===== config.mk =====
export PLATFORM = sky130hd
export DESIGN_NAME = lbo_stencil
export DESIGN_NICKNAME = d
export VERILOG_FILES = /design/src/hw/rtl/label_boundary_outline_unit_macros.svh /design/src/hw/rtl/lbo_pkg.sv /design/src/hw/rtl/lbo_stencil.sv
export SDC_FILE = /design/constraint.sdc
export NUM_CORES = 1
export LEC_CHECK = 0
export BUFFER_PORTS_ARGS = -buffer_cell sky130_fd_sc_hd__buf_2
export CORE_UTILIZATION = 28
export DETAILED_ROUTE_END_ITERATION = 8
export PLACE_DENSITY = 0.71
export REMOVE_ABC_BUFFERS = 1
export SLEW_MARGIN = 10
export SYNTH_ARGS = -nofsm -noshare
export SYNTH_HDL_FRONTEND = slang
export SYNTH_SLANG_ARGS = --single-unit
export TNS_END_PERCENT = 5

===== constraint.sdc =====
create_clock -name vclk -period 2.65
set_clock_uncertainty 0.1 [all_clocks]
set_input_delay 0.53 -clock vclk [all_inputs]
set_output_delay 0.53 -clock vclk [all_outputs]
set_load 0.05 [all_outputs]

===== src/hw/rtl/label_boundary_outline_unit_macros.svh =====
`ifndef LABEL_BOUNDARY_OUTLINE_UNIT_MACROS_SVH
`define LABEL_BOUNDARY_OUTLINE_UNIT_MACROS_SVH

`ifndef SYNTH
`define LBO_ASSERT_NOW(name, clock, reset, cond, expr) \
  name: assert property (@(posedge clock) disable iff (reset) (cond) |-> (expr)) \
    else $error("lbo assertion failed");
`define LBO_ASSERT_NEXT(name, clock, reset, cond, expr) \
  name: assert property (@(posedge clock) disable iff (reset) (cond) |=> (expr)) \
    else $error("lbo assertion failed");
`else
`define LBO_ASSERT_NOW(name, clock, reset, cond, expr)
`define LBO_ASSERT_NEXT(name, clock, reset, cond, expr)
`endif

`endif


===== src/hw/rtl/lbo_pkg.sv =====
package lbo_pkg;

  localparam int WIDTH_W  = 11;
  localparam int HEIGHT_W = 16;
  localparam int COL_W    = 10;
  localparam int LABEL_W  = 32;
  localparam int CFG_W    = 16;
  localparam int CFG_IDX_W = 1;

  localparam logic [WIDTH_W-1:0]  MAX_WIDTH    = 11'd1024;
  localparam logic [WIDTH_W-1:0]  MIN_WIDTH    = 11'd3;
  localparam logic [HEIGHT_W-1:0] MIN_HEIGHT   = 16'd2;
  localparam logic [WIDTH_W-1:0]  RESET_WIDTH  = 11'd1024;
  localparam logic [HEIGHT_W-1:0] RESET_HEIGHT = 16'd1024;

  localparam logic [LABEL_W-1:0] OUTLINE_COLOR    = 32'hFF00_FF00;
  localparam logic [LABEL_W-1:0] BACKGROUND_COLOR = 32'h0000_0000;

  localparam logic [CFG_IDX_W-1:0] REG_WIDTH  = 1'd0;
  localparam logic [CFG_IDX_W-1:0] REG_HEIGHT = 1'd1;

  localparam logic CMD_PIXEL = 1'b0;
  localparam logic CMD_DRAIN = 1'b1;

  typedef struct packed {
    logic [LABEL_W-1:0] up;
    logic [LABEL_W-1:0] mid;
  } line_entry_t;

  typedef struct packed {
    logic [LABEL_W-1:0] ctr;
    logic [LABEL_W-1:0] up;
    logic [LABEL_W-1:0] left;
    logic [LABEL_W-1:0] right;
    logic [LABEL_W-1:0] down;
    logic               border;
  } window_t;

  typedef struct packed {
    logic               emit;
    logic               write;
    logic               border;
    logic               frame_end;
    logic [COL_W-1:0]   col;
    logic [LABEL_W-1:0] lab;
  } stage_t;

endpackage


===== src/hw/rtl/lbo_stencil.sv =====
module lbo_stencil (
  input  lbo_pkg::window_t           win,
  output logic [lbo_pkg::LABEL_W-1:0] pixel
);

  logic on;

  always_comb begin
    if (win.border) begin
      on = (win.ctr != '0);
    end else begin
      on = (win.ctr != '0) &&
           ((win.left != win.ctr) || (win.right != win.ctr) ||
            (win.up != win.ctr) || (win.down != win.ctr));
    end
    pixel = on ? lbo_pkg::OUTLINE_COLOR : lbo_pkg::BACKGROUND_COLOR;
  end

endmodule


Word level (Yosys, flattened, before mapping)
Index checks and enable logic that the tools add are counted.
{"block": "totals", "reg_bits": 0, "out_inout_bits": 32}
{"block": "classes", "eq_ne": 4, "n_mux": 2, "n_reduce_logical": 5}
{"operator": "!= test 32 bit", "n": 4}
{"operator": "two-way mux 32 bit", "n": 1}
{"operator": "nonzero test 32 bit", "n": 1}
{"operator": "logical OR 1 bit", "n": 3}
{"operator": "logical AND 1 bit", "n": 1}
{"operator": "two-way mux 1 bit", "n": 1}

Depth between registers and ports, before layout
{"block": "logic_depth", "depth_word": 7, "ltp_mapped": 8}

Least setup slack after synthesis
OpenSTA, ideal clock, no wires.
{"block": "synth_timing", "path_kind": "in2out", "from": "in win[153] (netlist bit)", "to": "out pixel[10] (netlist bit)", "arrival_ns": 2.301, "t_required_ns": 2.020, "slack_ns": -0.281, "cell_stages": 7, "path_buffers": 2, "cell_sequence": "clkbuf_1 xor2_1 nor4_1 o2111ai_1 nor4_1 a41oi_1 buf_4"}
{"block": "synth_between", "elab_chain_cells": 7}
{"item": "from (decl)", "line": "lbo_stencil.sv:2", "rtl": "input lbo_pkg::window_t win,"}
{"item": "!= test 32 bit", "line": "lbo_stencil.sv:13", "rtl": "((win.left != win.ctr) || (win.right != win.ctr) ||"}
{"item": "logical OR 1 bit (2 in a row)", "line": "lbo_stencil.sv:13"}
{"item": "logical OR 1 bit", "line": "lbo_stencil.sv:14", "rtl": "(win.up != win.ctr) || (win.down != win.ctr));"}
{"item": "logical AND 1 bit", "line": "lbo_stencil.sv:12", "rtl": "on = (win.ctr != '0) &&"}
{"item": "two-way mux 1 bit *", "line": "lbo_stencil.sv:9", "rtl": "if (win.border) begin"}
{"item": "via on", "line": "lbo_stencil.sv:6", "rtl": "logic on;"}
{"item": "two-way mux 32 bit *", "line": "lbo_stencil.sv:16", "rtl": "pixel = on ? lbo_pkg::OUTLINE_COLOR : lbo_pkg::BACKGROUND_COLOR;"}
{"item": "to (decl)", "line": "lbo_stencil.sv:3", "rtl": "output logic [lbo_pkg::LABEL_W-1:0] pixel"}
The timed path passes the listed nets; every way through them passes the cells marked *.

Worst setup path after layout
{"block": "layout_timing", "from": "in win[53] (netlist bit)", "to": "out pixel[26] (netlist bit)"}
{"block": "layout_between", "elab_chain_cells": 7}
{"item": "!= test 32 bit", "line": "lbo_stencil.sv:13"}
{"item": "logical OR 1 bit (2 in a row)", "line": "lbo_stencil.sv:13"}
{"item": "logical OR 1 bit", "line": "lbo_stencil.sv:14"}
{"item": "logical AND 1 bit", "line": "lbo_stencil.sv:12"}
{"item": "two-way mux 1 bit", "line": "lbo_stencil.sv:9"}
{"item": "two-way mux 32 bit", "line": "lbo_stencil.sv:16"}
Every way passes these cells.

==> report_table.html <==
<table>
<tr><th>Metric</th><th>Value</th></tr>
<tr><th colspan="2">Placed design</th></tr>
<tr><td>Input/output buffers</td><td>177</td></tr>
<tr><td>Number of placed cells counting well taps</td><td>547</td></tr>
<tr><td>Half-perimeter wire length after placement</td><td>7930 µm</td></tr>
<tr><td>Final Wtd Congestion</td><td>0.948</td></tr>
<tr><th colspan="2">Logic synthesis</th></tr>
<tr><td>Number of cells produced by synthesis</td><td>261</td></tr>
<tr><td>Total number of yosys warnings</td><td>0</td></tr>
<tr><td>Mapped cell area</td><td>around 1700 µm²</td></tr>
<tr><td>Proportion of synthesized chip area in sequential cells</td><td>0%</td></tr>
<tr><td>Syn avg cell area</td><td>6.52 µm²</td></tr>
<tr><td>Count of different cell masters after synthesis</td><td>35</td></tr>
<tr><th colspan="2">Finish</th></tr>
<tr><td>Antenna cell count</td><td>0</td></tr>
<tr><td>Area growth, synth to finish</td><td>102%</td></tr>
<tr><td>Final Net Count</td><td>642</td></tr>
<tr><td>Clock buffer cells</td><td>0</td></tr>
<tr><td>Count of flip-flops and latches</td><td>0</td></tr>
<tr><td>Reg area</td><td>0 µm²</td></tr>
<tr><td>Layout cells sized above 1</td><td>about three fifths</td></tr>
<tr><td>Count of non-filler cells in the finished layout</td><td>around 550</td></tr>
<tr><th colspan="2">STA</th></tr>
<tr><td>Max-slew violation total from the final report</td><td>0</td></tr>
<tr><td>Final worst path period share</td><td>111%</td></tr>
<tr><td>Count of final hold-check violations</td><td>0</td></tr>
<tr><td>Highest Clock Rate</td><td>around 0.34 GHz</td></tr>
<tr><td>Final Setup Violations</td><td>16</td></tr>
<tr><td>Min Tclk post-route</td><td>around 2.9 ns</td></tr>
<tr><td>Setup TNS</td><td>-4.50 ns</td></tr>
<tr><td>Final WS setup</td><td>-0.292 ns</td></tr>
<tr><td>RSZ-0062 raised after global routing</td><td>true</td></tr>
<tr><th colspan="2">Drt</th></tr>
<tr><td>Routed wire length per instance</td><td>16.7 µm</td></tr>
<tr><td>DRC errors left</td><td>0</td></tr>
<tr><td>Detail Route Antenna Nets</td><td>0</td></tr>
<tr><td>Vias after detailed routing</td><td>2828</td></tr>
<tr><td>Overall routed net length</td><td>roughly 9200 µm</td></tr>
<tr><td>Detailed-route vias per instance</td><td>5.10</td></tr>
<tr><td>Number of DRC markers in iteration 0</td><td>about 110</td></tr>
<tr><td>TritonRoute pass-1 iters</td><td>4</td></tr>
<tr><th colspan="2">GRT</th></tr>
<tr><td>Sum of overflow across all layers after global routing</td><td>0</td></tr>
<tr><td>Global-route wire length before repair</td><td>around 13000 µm</td></tr>
<tr><td>Global router's overall resource usage</td><td>27.5%</td></tr>
<tr><td>Antenna violations before repair</td><td>0</td></tr>
<tr><td>Vias in the first global route</td><td>2722</td></tr>
<tr><td>Largest net degree at the start of global routing</td><td>9</td></tr>
<tr><th colspan="2">Worst setup path</th></tr>
<tr><td>Required arrival time at the worst endpoint</td><td>2.02 ns</td></tr>
<tr><td>Type of destination of the critical path</td><td>output pin</td></tr>
<tr><td>Crit-path max FO</td><td>8</td></tr>
<tr><td>Crit path launch type</td><td>primary input</td></tr>
<tr><td>Critical path arrival</td><td>2.31 ns</td></tr>
<tr><td>Critical path class</td><td>primary input to output pin</td></tr>
<tr><th colspan="2">Floorplan</th></tr>
<tr><td>Width of the chip</td><td>80.0 µm</td></tr>
<tr><td>DIE AREA</td><td>6400 µm²</td></tr>
<tr><td>Placement Rows</td><td>28</td></tr>
<tr><td>Placeable core area</td><td>5890 µm²</td></tr>
<tr><td>Initial Utilization</td><td>28.9%</td></tr>
<tr><td>Overall die height</td><td>80.0 µm</td></tr>
<tr><td>Ports</td><td>193</td></tr>
<tr><th colspan="2">Run status</th></tr>
<tr><td>Run status</td><td>finished with violations</td></tr>
<tr><td>Violations in the final reports</td><td>setup timing</td></tr>
<tr><th colspan="2">Power and ir drop</th></tr>
<tr><td>Cell Pwr Density</td><td>152 nW/µm²</td></tr>
<tr><td>Net Sw Frac</td><td>51.9%</td></tr>
<tr><td>Net Sw Power</td><td>0.000273 W</td></tr>
<tr><td>Clk pwr share</td><td>0%</td></tr>
<tr><td>Standby leakage power</td><td>1.73 nW</td></tr>
<tr><td>Internal power</td><td>0.000252 W</td></tr>
<tr><td>Combinational power share</td><td>100.0%</td></tr>
<tr><td>Seq pwr share</td><td>0%</td></tr>
<tr><td>Worst supply voltage drop on vdd</td><td>0.0884 mV</td></tr>
<tr><th colspan="2">Job</th></tr>
<tr><td>Max capacitance violation total</td><td>0</td></tr>
<tr><th colspan="2">Hold path</th></tr>
<tr><td>Hold Path Sink</td><td>pixel[11]</td></tr>
<tr><td>Classification of the worst-slack hold path</td><td>primary input to output pin</td></tr>
<tr><td>Hold-critical path depth</td><td>7</td></tr>
<tr><td>Min-delay src</td><td>win[3]</td></tr>
</table>
stage by stage:
step / power (W) / utilization (%) / worst slack (ns) / instance area (µm²) / hold slack, ns
final: 0.000525 / 58.6 / -0.292 / 3450 / 1.81
after global routing: 0.000564 / 58.6 / -0.372 / 3450 / 1.85
after CTS: 0.000494 / 55.6 / -0.260 / 3270 / 1.85
after detailed placement: 0.000461 / 49.4 / -0.423 / 2910 / 1.85
after global placement: 0.000460 / 49.4 / -0.382 / 2910 / 1.92
after floorplan: 0.000180 / - / -11.36 / 1490 / 3.94
worst max-delay path by stage:
stage,startpoint,to,slack (ns)
3_5_place_dp,win[149],pixel[13],-0.42
5_1_grt,win[153],pixel[14],-0.37
4_1_cts,win[143],pixel[13],-0.26
3_3_place_gp,win[155],pixel[13],-0.38
6_report,win[53],pixel[26],-0.29
2_1_floorplan,win[29],pixel[10],-11.36
final cells by class:
class	instances	area, µm²
Fill cell	568	2440
Multi-Input combinational cell	211	1610
Timing Repair Buffer	243	1640
Tap cell	75	93.8
Inverter	25	101
critical path, stage by stage:
cell                        delay (ns)
sky130_fd_sc_hd__buf_6            0.09
sky130_fd_sc_hd__or3_1            0.38
sky130_fd_sc_hd__a211oi_2         0.27
sky130_fd_sc_hd__o2111ai_2        0.18
sky130_fd_sc_hd__nor4_4           0.28
sky130_fd_sc_hd__a41oi_2          0.21
sky130_fd_sc_hd__buf_6            0.21
sky130_fd_sc_hd__buf_8            0.16
power groups by stage:
stage               combinational (W)  clock, W  sequential, W
CTS                          0.000494         0              0
finish                       0.000525         0              0
global route                 0.000564         0              0
detailed placement           0.000461         0              0
floorplan                    0.000180         0              0
global placement             0.000460         0              0
cell usage after synthesis:
cell | instances | share of area [%]
sky130_fd_sc_hd__a2111oi_0 | 1 | 0.51
sky130_fd_sc_hd__a2111oi_2 | 1 | 0.88
sky130_fd_sc_hd__a211oi_1 | 2 | 0.88
sky130_fd_sc_hd__a21oi_1 | 8 | 2.4
sky130_fd_sc_hd__a221o_1 | 1 | 0.59
sky130_fd_sc_hd__a221oi_1 | 3 | 1.5
sky130_fd_sc_hd__a222oi_1 | 1 | 0.59
sky130_fd_sc_hd__a22o_1 | 4 | 2.1
sky130_fd_sc_hd__a31oi_1 | 3 | 1.1
sky130_fd_sc_hd__a41oi_1 | 1 | 0.51
sky130_fd_sc_hd__and3_1 | 8 | 2.9
sky130_fd_sc_hd__buf_2 | 2 | 0.59
sky130_fd_sc_hd__buf_4 | 32 | 14
sky130_fd_sc_hd__clkbuf_1 | 6 | 1.3
sky130_fd_sc_hd__clkinv_1 | 1 | 0.22
sky130_fd_sc_hd__conb_1 | 1 | 0.22
sky130_fd_sc_hd__inv_1 | 20 | 4.4
sky130_fd_sc_hd__inv_2 | 4 | 0.88
sky130_fd_sc_hd__nand2_1 | 13 | 2.9
sky130_fd_sc_hd__nand2b_1 | 5 | 1.8
sky130_fd_sc_hd__nand3_1 | 4 | 1.2
sky130_fd_sc_hd__nand4_1 | 8 | 2.9
sky130_fd_sc_hd__nor2_1 | 10 | 2.2
sky130_fd_sc_hd__nor2b_1 | 3 | 1.1
sky130_fd_sc_hd__nor3_1 | 16 | 4.7
sky130_fd_sc_hd__nor4_1 | 22 | 8.1
sky130_fd_sc_hd__o2111ai_1 | 7 | 3.6
sky130_fd_sc_hd__o21ai_0 | 2 | 0.59
sky130_fd_sc_hd__o221ai_1 | 2 | 1.0
sky130_fd_sc_hd__o22ai_1 | 10 | 3.7
sky130_fd_sc_hd__o2bb2ai_1 | 10 | 5.1
sky130_fd_sc_hd__or2b_1 | 1 | 0.44
sky130_fd_sc_hd__or3_1 | 2 | 0.73
sky130_fd_sc_hd__xnor2_1 | 18 | 9.3
sky130_fd_sc_hd__xor2_1 | 29 | 15
routing by layer:
layer / up-vias / global-route usage, % / share of wire [%]
li1: 1350 / - / -
met5: - / 0 / 0
met1: 1304 / 31.8 / 40
met4: 0 / 7.32 / 3.0
met3: 22 / 2.17 / 6.4
met2: 152 / 53.0 / 51
placed cells by master (no fill, tap or decap), drive strengths merged, types with 10 or more instances in the layout:
master     n
buf      242
xor2      29
inv       24
nor4      22
xnor2     18
conb      16
nor3      16
nand2     13
o22ai     10
nor2      10
o2bb2ai   10
logic make-up (layout without fill, tap and decap cells):
| family | count (synthesis) | after routing | share of synthesized area, % |
|---|---|---|---|
| xor gates and xnor gates | 47 | 47 | 24.2 |
| buffers and inverters | 65 | 268 | 21.5 |
| AOI/OAI and AO/OA | 56 | 56 | 25.1 |
| other | 1 | 16 | 0.220 |
| and+or+nand+nor | 92 | 92 | 29.0 |
what timing repair did:
item / 4_1_cts / 5_1_grt
endpoints found under the hold margin: 0 / 0
cloned: 1 / 0
endpoints found under the setup margin: 16 / 16
resized for setup: 83 / 35
hold buffers: 0 / 0
pin swaps: 20 / 13
setup buffers: 4 / 2
Power figures use the tool's default switching activity.
